<file path="src/rtl/sbra_pkg.sv">
package sbra_pkg;

  // Storage geometry.
  localparam int unsigned MAX_ELEMENTS = 1024;
  localparam int unsigned BLK_LEN      = 32;
  localparam int unsigned BLK_CNT      = MAX_ELEMENTS / BLK_LEN;
  localparam int unsigned DATA_W       = 32;

  localparam int unsigned ELEM_AW = $clog2(MAX_ELEMENTS);
  localparam int unsigned BLK_AW  = $clog2(BLK_CNT);
  localparam int unsigned OFF_W   = $clog2(BLK_LEN);
  localparam int unsigned CNT_W   = ELEM_AW + 1;
  localparam int unsigned MODE_W  = 2;
  localparam int unsigned CFG_AW  = 1;

  typedef logic [DATA_W-1:0] data_t;

  // Combine operator codes.
  localparam logic [MODE_W-1:0] MODE_SUM = 2'd0;
  localparam logic [MODE_W-1:0] MODE_MIN = 2'd1;
  localparam logic [MODE_W-1:0] MODE_MAX = 2'd2;

  // Item operation codes.
  localparam logic OP_WRITE = 1'b0;
  localparam logic OP_QUERY = 1'b1;

  // Configuration register indexes.
  localparam logic [CFG_AW-1:0] CFG_ELEMENT_COUNT = 1'd0;
  localparam logic [CFG_AW-1:0] CFG_COMBINE_MODE  = 1'd1;

  typedef struct packed {
    logic [CNT_W-1:0]  element_count;
    logic [MODE_W-1:0] combine_mode;
  } cfg_t;

  // Element memory access request.
  typedef struct packed {
    logic               we;
    logic [ELEM_AW-1:0] waddr;
    data_t              wdata;
    logic [ELEM_AW-1:0] raddr;
  } elem_req_t;

  // Block aggregate memory access request.
  typedef struct packed {
    logic              we;
    logic [BLK_AW-1:0] waddr;
    data_t             wdata;
    logic [BLK_AW-1:0] raddr;
  } blk_req_t;

  // Neutral value of the selected operator.
  function automatic data_t identity_of(input logic [MODE_W-1:0] mode);
    data_t res;
    case (mode)
      MODE_MIN: res = {1'b0, {(DATA_W-1){1'b1}}};
      MODE_MAX: res = {1'b1, {(DATA_W-1){1'b0}}};
      default:  res = '0;
    endcase
    return res;
  endfunction

  // One step of the operator; the unused code acts as the sum.
  function automatic data_t combine_of(input logic [MODE_W-1:0] mode,
                                       input data_t a, input data_t b);
    data_t res;
    case (mode)
      MODE_MIN: res = ($signed(a) <= $signed(b)) ? a : b;
      MODE_MAX: res = ($signed(a) >= $signed(b)) ? a : b;
      default:  res = a + b;
    endcase
    return res;
  endfunction

endpackage

</file>
<file path="src/rtl/sbra_ctrl.sv">
module sbra_ctrl import sbra_pkg::*; (
  input  logic                clk_i,
  input  logic                rst_ni,
  input  logic                start,
  output logic                busy,
  input  logic                operation_i,
  input  logic [ELEM_AW-1:0]  first_index_i,
  input  logic [ELEM_AW-1:0]  last_index_i,
  input  data_t               element_value_i,
  input  cfg_t                cfg_i,
  output elem_req_t           elem_req_o,
  input  data_t               elem_rdata_i,
  output blk_req_t            blk_req_o,
  input  data_t               blk_rdata_i,
  output logic                result_valid_o,
  output data_t               aggregate_o,
  output logic                in_range_o
);

  localparam logic [2:0] ST_CLEAR = 3'd0;
  localparam logic [2:0] ST_IDLE  = 3'd1;
  localparam logic [2:0] ST_SETUP = 3'd2;
  localparam logic [2:0] ST_LEFT  = 3'd3;
  localparam logic [2:0] ST_MID   = 3'd4;
  localparam logic [2:0] ST_RIGHT = 3'd5;
  localparam logic [2:0] ST_DRAIN = 3'd6;

  logic [2:0]         state_q, state_d;
  logic [ELEM_AW-1:0] cur_q, cur_d;
  logic [ELEM_AW-1:0] stop_q, stop_d;
  logic [BLK_AW-1:0]  bcur_q, bcur_d;
  logic               rd_vld_q, rd_vld_d;
  logic               rd_blk_q, rd_blk_d;
  logic               res_vld_q, res_vld_d;
  logic               op_q, op_d;
  logic [ELEM_AW-1:0] lidx_q, lidx_d;
  logic [ELEM_AW-1:0] ridx_q, ridx_d;
  data_t              val_q, val_d;
  data_t              acc_q, acc_d;
  data_t              res_agg_q, res_agg_d;
  logic               res_rng_q, res_rng_d;

  logic [CNT_W-1:0]   live_n;
  logic [BLK_AW-1:0]  lb, rb;
  logic [ELEM_AW-1:0] blk_first;
  logic [CNT_W-1:0]   blk_end, blk_lim;
  logic [ELEM_AW-1:0] blk_stop;
  logic               write_ok, query_ok;
  data_t              rd_data, acc_next;

  // Live element count saturates at the capacity.
  assign live_n = (cfg_i.element_count > CNT_W'(MAX_ELEMENTS)) ?
                  CNT_W'(MAX_ELEMENTS) : cfg_i.element_count;

  assign lb = lidx_q[ELEM_AW-1 -: BLK_AW];
  assign rb = ridx_q[ELEM_AW-1 -: BLK_AW];

  // Last live element of the block that a write touches.
  assign blk_first = {lb, {OFF_W{1'b0}}};
  assign blk_end   = {1'b0, blk_first} + CNT_W'(BLK_LEN);
  assign blk_lim   = (blk_end > live_n) ? live_n : blk_end;
  assign blk_stop  = ELEM_AW'(blk_lim - CNT_W'(1));

  assign write_ok = {1'b0, lidx_q} < live_n;
  assign query_ok = ({1'b0, ridx_q} < live_n) && (lidx_q <= ridx_q);

  // Read data returns in the cycle after the address; fold it into the running value.
  assign rd_data  = rd_blk_q ? blk_rdata_i : elem_rdata_i;
  assign acc_next = rd_vld_q ? combine_of(cfg_i.combine_mode, acc_q, rd_data) : acc_q;

  // Sequencer: clearing pass, then one item at a time over the memories.
  always_comb begin
    state_d   = state_q;
    cur_d     = cur_q;
    stop_d    = stop_q;
    bcur_d    = bcur_q;
    rd_vld_d  = 1'b0;
    rd_blk_d  = rd_blk_q;
    res_vld_d = 1'b0;
    op_d      = op_q;
    lidx_d    = lidx_q;
    ridx_d    = ridx_q;
    val_d     = val_q;
    acc_d     = acc_next;
    res_agg_d = res_agg_q;
    res_rng_d = res_rng_q;

    elem_req_o.we    = 1'b0;
    elem_req_o.waddr = cur_q;
    elem_req_o.wdata = '0;
    elem_req_o.raddr = cur_q;
    blk_req_o.we     = 1'b0;
    blk_req_o.waddr  = lb;
    blk_req_o.wdata  = acc_next;
    blk_req_o.raddr  = bcur_q;

    case (state_q)
      ST_CLEAR: begin
        elem_req_o.we   = 1'b1;
        blk_req_o.we    = {1'b0, cur_q} < CNT_W'(BLK_CNT);
        blk_req_o.waddr = cur_q[BLK_AW-1:0];
        blk_req_o.wdata = '0;
        if (cur_q == {ELEM_AW{1'b1}}) begin
          state_d = ST_IDLE;
        end
        cur_d = cur_q + ELEM_AW'(1);
      end
      ST_IDLE: begin
        if (start) begin
          op_d    = operation_i;
          lidx_d  = first_index_i;
          ridx_d  = last_index_i;
          val_d   = element_value_i;
          state_d = ST_SETUP;
        end
      end
      ST_SETUP: begin
        acc_d = identity_of(cfg_i.combine_mode);
        if (op_q == OP_WRITE) begin
          if (write_ok) begin
            elem_req_o.we    = 1'b1;
            elem_req_o.waddr = lidx_q;
            elem_req_o.wdata = val_q;
            cur_d            = blk_first;
            stop_d           = blk_stop;
            state_d          = ST_LEFT;
          end else begin
            state_d = ST_IDLE;
          end
        end else if (!query_ok) begin
          res_vld_d = 1'b1;
          res_agg_d = identity_of(cfg_i.combine_mode);
          res_rng_d = 1'b0;
          state_d   = ST_IDLE;
        end else begin
          cur_d   = lidx_q;
          stop_d  = (lb == rb) ? ridx_q : {lb, {OFF_W{1'b1}}};
          state_d = ST_LEFT;
        end
      end
      ST_LEFT: begin
        rd_vld_d = 1'b1;
        rd_blk_d = 1'b0;
        if (cur_q == stop_q) begin
          if (op_q == OP_WRITE || lb == rb) begin
            state_d = ST_DRAIN;
          end else if (rb == lb + BLK_AW'(1)) begin
            cur_d   = {rb, {OFF_W{1'b0}}};
            stop_d  = ridx_q;
            state_d = ST_RIGHT;
          end else begin
            bcur_d  = lb + BLK_AW'(1);
            state_d = ST_MID;
          end
        end else begin
          cur_d = cur_q + ELEM_AW'(1);
        end
      end
      ST_MID: begin
        rd_vld_d = 1'b1;
        rd_blk_d = 1'b1;
        if (bcur_q == rb - BLK_AW'(1)) begin
          cur_d   = {rb, {OFF_W{1'b0}}};
          stop_d  = ridx_q;
          state_d = ST_RIGHT;
        end else begin
          bcur_d = bcur_q + BLK_AW'(1);
        end
      end
      ST_RIGHT: begin
        rd_vld_d = 1'b1;
        rd_blk_d = 1'b0;
        if (cur_q == stop_q) begin
          state_d = ST_DRAIN;
        end else begin
          cur_d = cur_q + ELEM_AW'(1);
        end
      end
      ST_DRAIN: begin
        // The last read lands now; finish the write or hand out the query result.
        if (op_q == OP_WRITE) begin
          blk_req_o.we = 1'b1;
        end else begin
          res_vld_d = 1'b1;
          res_agg_d = acc_next;
          res_rng_d = 1'b1;
        end
        state_d = ST_IDLE;
      end
      default: begin
        state_d = ST_IDLE;
      end
    endcase
  end

  // Control state.
  always_ff @(posedge clk_i or negedge rst_ni) begin
    if (!rst_ni) begin
      state_q   <= ST_CLEAR;
      cur_q     <= '0;
      stop_q    <= '0;
      bcur_q    <= '0;
      rd_vld_q  <= 1'b0;
      rd_blk_q  <= 1'b0;
      res_vld_q <= 1'b0;
      op_q      <= OP_WRITE;
    end else begin
      state_q   <= state_d;
      cur_q     <= cur_d;
      stop_q    <= stop_d;
      bcur_q    <= bcur_d;
      rd_vld_q  <= rd_vld_d;
      rd_blk_q  <= rd_blk_d;
      res_vld_q <= res_vld_d;
      op_q      <= op_d;
    end
  end

  // Item payload and accumulator.
  always_ff @(posedge clk_i) begin
    lidx_q    <= lidx_d;
    ridx_q    <= ridx_d;
    val_q     <= val_d;
    acc_q     <= acc_d;
    res_agg_q <= res_agg_d;
    res_rng_q <= res_rng_d;
  end

  assign busy           = state_q != ST_IDLE;
  assign result_valid_o = res_vld_q;
  assign aggregate_o    = res_agg_q;
  assign in_range_o     = res_rng_q;

endmodule

</file>
<file path="config.mk">
export PLATFORM = sky130hd
export DESIGN_NAME = sbra_ctrl
export DESIGN_NICKNAME = d
export VERILOG_FILES = /design/src/rtl/sbra_pkg.sv /design/src/rtl/sbra_ctrl.sv
export SDC_FILE = /design/constraint.sdc
export NUM_CORES = 1
export LEC_CHECK = 0
export BUFFER_PORTS_ARGS = -buffer_cell sky130_fd_sc_hd__clkbuf_2
export CAP_MARGIN = 10
export CORE_MARGIN = 2
export CORE_UTILIZATION = 30
export CTS_CLUSTER_SIZE = 25
export DETAILED_ROUTE_END_ITERATION = 10
export PLACE_DENSITY = 0.52
export SLEW_MARGIN = 20
export SYNTH_ARGS = -nofsm -noshare
export SYNTH_HDL_FRONTEND = slang
export SYNTH_SLANG_ARGS = --single-unit
</file>
<file path="constraint.sdc">
create_clock -name clk_i -period 5.3 [get_ports clk_i]
set_clock_uncertainty 0.05 [all_clocks]
set_input_delay 0.795 -clock clk_i [delete_from_list [all_inputs] [get_ports clk_i]]
set_output_delay 0.795 -clock clk_i [all_outputs]
set_load 0.02 [all_outputs]
</file>
==> impl_metrics.env <==
export IMPL_setup_violations=1
export IMPL_r2r_slack_ps=900
export IMPL_syn_cell_area_um2=11400
export IMPL_reg2reg_to="aggregate_o[3]$_DFFE_PP_"
export IMPL_cp_max_fo=7
export IMPL_pre_cts_ws_ps=220
export IMPL_final_cells=2093
export IMPL_failed_checks="negative setup slack"
export IMPL_rows=71
export IMPL_required_ps=4450
export IMPL_wl_um=41300
export IMPL_cp_cell_sequence="buf_12 > mux2_4 > inv_2 > ha_4 > buf_6 > or4_4 > or4_4 > o31a_1 > o2111ai_2 > o221ai_2 > mux2i_1 > a211oi_2 > nor2_1 > buf_4"
export IMPL_grt_pass1_vias=10500
export IMPL_numCtsBuffers=17
export IMPL_startpoint_type="register"
export IMPL_clk_latency_ps=450
export IMPL_die_w_um=199
export IMPL_yosysUniqueCellTypes=92
export IMPL_drtPass1Iterations=5
export IMPL_syn_nets=1517
export IMPL_root_buffer="clkbuf_16"
export IMPL_final_cell_area_um2=14900
export IMPL_synth_seq_cells=149
export IMPL_hold_path_class="input port to asynchronous set/reset pin"
export IMPL_die_h_um=199
export IMPL_fin_ws_ps=-10.6
export IMPL_ant_nets=0
export IMPL_worst_pin_slew_ps=1060
export IMPL_relSlewSlack_pct=29.4
export IMPL_reg2reg_from="rd_blk_q$_DFFE_PN0P_"
export IMPL_worst_hold_slack_ps=377
export IMPL_outcome="finished, violations left"
export IMPL_critPathSlowestCell="dfrtp_2"
export IMPL_clock_fmax_ghz=0.188
export IMPL_viasPerCell=5.17
export IMPL_drv_slew=0
export IMPL_rsz0062_at_grt="true"
export IMPL_cts_max_path_buffers=2
export IMPL_drc=0
export IMPL_synth_edf_count=85
export IMPL_clkSlewWorstSetupHoldPaths_ps=70
export IMPL_antenna_cells=0
export IMPL_synth_cells=1275
export IMPL_endpoint_kind="output port"
export IMPL_grt_max_degree=54
export IMPL_max_cap_viol_count=0
export IMPL_reg2reg_depth=16
export IMPL_peakVddDrop_uv=275
export IMPL_seq_area_frac_synth_pct=35.0
export IMPL_slowest_delay_ps=540
export IMPL_tritoncts="yes"
export IMPL_cts_htree_levels=4
export IMPL_fin_crit_ps=5310
export IMPL_synth_warning_count=0
export IMPL_ioPinCount=264
export IMPL_place_gp_congestion=0.897
export IMPL_cts_sinks=149
export IMPL_dieArea_um2=39600
export IMPL_port_buffers=263
export IMPL_core_area_um2=37600
export IMPL_hold_viol=0
export IMPL_dpl_cell_area_um2=13500
export IMPL_hpwlAfterDp_um=31400
export IMPL_synthToLayoutAreaGrowth_pct=30.5
export IMPL_place_inst=2034
export IMPL_fin_nets=1811
export IMPL_power_density_nw_per_um2=557
export IMPL_drtIter0Drc=625
export IMPL_wl_per_cell_um=19.7
export IMPL_grtUsageTotal_pct=19.9
export IMPL_fin_util_pct=39.6
export IMPL_p_leak_nw=6.51
export IMPL_start_util_pct=30.3
export IMPL_crit_type="register to output port"
export IMPL_period_share_pct=100
export IMPL_layout_drive_gt1_share_pct=31.5
export IMPL_path_common_cell="or4_4"
export IMPL_grt_pass1_wl_um=59600
export IMPL_grt_overflow_total=0
export IMPL_grt_antenna_before_repair=0
export IMPL_synthFlopType="edfxtp_1"
export IMPL_synth_avg_cell_area_um2=8.94
export IMPL_num_vias=10800
export IMPL_synthArstFlopShare_pct=21.5
export IMPL_crit_arrival_ps=4470
[synthesized netlist by cell type (14+ instances only)]
| cell type | n | share of area, % |
|---|---|---|
| nand3_1 | 16 | 0.70 |
| nand2_1 | 111 | 3.7 |
| inv_1 | 85 | 2.8 |
| xnor2_1 | 35 | 2.7 |
| dfrtp_1 | 32 | 7.0 |
| dfxtp_1 | 32 | 5.6 |
| o21ai_1 | 21 | 0.92 |
| o21ai_0 | 91 | 4.0 |
| nor2_1 | 94 | 3.1 |
| mux2_2 | 28 | 2.8 |
| nor2b_1 | 17 | 0.93 |
| o31ai_1 | 14 | 0.92 |
| and2_1 | 40 | 2.2 |
| xor2_1 | 21 | 1.6 |
| a21oi_1 | 110 | 4.8 |
| o22ai_1 | 16 | 0.88 |
| edfxtp_1 | 85 | 22 |
| ha_1 | 108 | 12 |
| clkbuf_1 | 40 | 1.3 |
| mux2i_1 | 23 | 2.0 |
[worst max-delay path by stage]
stage	startpoint	end	slack [ps]	cells past startpoint
after floorplan	rd_blk_q$_DFFE_PN0P_	blk_req_o[35]	220	18
after global placement	cfg_i[2]	elem_req_o[43]	250	15
after detailed placement	blk_rdata_i[23]	blk_req_o[10]	220	15
after CTS	rd_blk_q$_DFFE_PN0P_	blk_req_o[34]	-40	15
after global routing	rd_blk_q$_DFFE_PN0P_	blk_req_o[34]	-130	14
final	rd_blk_q$_DFFE_PN0P_	blk_req_o[34]	-10	14
[placed cells by master, fill, tap and decap left out, types with 11 or more instances in the layout]
master / netlist / final
a21oi_1: 110 / 105
a221o_1: 13 / 13
and2_1: 40 / 38
and3_1: 13 / 13
buf_4: 4 / 65
clkbuf_16: 0 / 19
clkbuf_2: 0 / 251
dfrtp_1: 32 / 31
dfxtp_1: 32 / 32
edfxtp_1: 85 / 85
ha_1: 108 / 97
inv_1: 85 / 80
mux2_2: 28 / 19
nand2_1: 111 / 109
nand2b_1: 12 / 12
nand3_1: 16 / 15
nand4_1: 11 / 11
nor2_1: 94 / 90
nor2b_1: 17 / 17
nor3_1: 13 / 11
o21ai_0: 91 / 77
o21ai_1: 21 / 28
o22ai_1: 16 / 13
xnor2_1: 35 / 35
xor2_1: 21 / 21
[area by class of cell]
cell class | count | area (µm²)
Clock buffer | 17 | 425
Clock inverter | 15 | 118
Fill cell | 3864 | 22700
Inverter | 88 | 330
Multi-Input combinational cell | 978 | 7380
Sequential cell | 149 | 4000
Tap cell | 511 | 639
Timing Repair Buffer | 335 | 1990
[metal layers]
| layer | track usage, % | up-vias | part of all wire, % |
|---|---|---|---|
| met3 | 3.32 | 51 | 5.6 |
| met5 | 0 | - | 0 |
| met2 | 34.6 | 385 | 48 |
| met4 | 6.55 | 0 | 2.8 |
| met1 | 25.0 | 5134 | 43 |
| li1 | - | 5248 | - |
[state kept, by name (all words and copies together), names as in the netlist, 3 cells and up]
register,flops
stop_q,10
state_q,3
aggregate_o,32
cur_q,10
bcur_q,5
ridx_q,10
acc_q,32
val_q,32
lidx_q,10
[metrics by stage]
step | total power [mW] | TNS (ps)
5_1_grt | 8.88 | -739
2_1_floorplan | 5.03 | 0
4_1_cts | 7.92 | -44.9
6_report | 8.30 | -10.6
3_5_place_dp | 6.63 | 0
3_3_place_gp | 6.62 | 0
[where the power goes]
part | leakage, nW | total [mW] | internal, mW | switching [mW]
Clock | 0.271 | 1.19 | 0.612 | 0.574
Combinational | 4.79 | 5.07 | 2.02 | 3.05
Sequential | 1.45 | 2.04 | 1.60 | 0.448
[critical path, delay by kind of cell (launching register included)]
kind,cells,cell delay [ps]
adders and majority gates,1,200
and+or+nand+nor,3,1090
DFF,1,540
muxes,2,490
buffers and inverters,4,570
AOI/OAI and AO/OA,4,1100
[cell families (layout without fill, tap and decap cells)]
logic type / Yosys count / in the layout / share of synthesized area, %
compound gates: 391 / 391 / 22.5
simple gates: 371 / 371 / 16.1
flops: 149 / 149 / 35.0
buf+inv: 148 / 455 / 5.26
fa+ha+maj: 109 / 109 / 12.0
xor+xnor: 56 / 56 / 4.30
mux: 51 / 51 / 4.78
[repair_timing]
action	CTS	global route
hold endpoints to repair	0	0
setup buffers	4	20
setup endpoints to repair	13	32
hold buffers	0	0
cloned	0	3
resized for setup	9	134
pin swaps	3	23
Note: power is estimated with default switching activity, not from simulation.
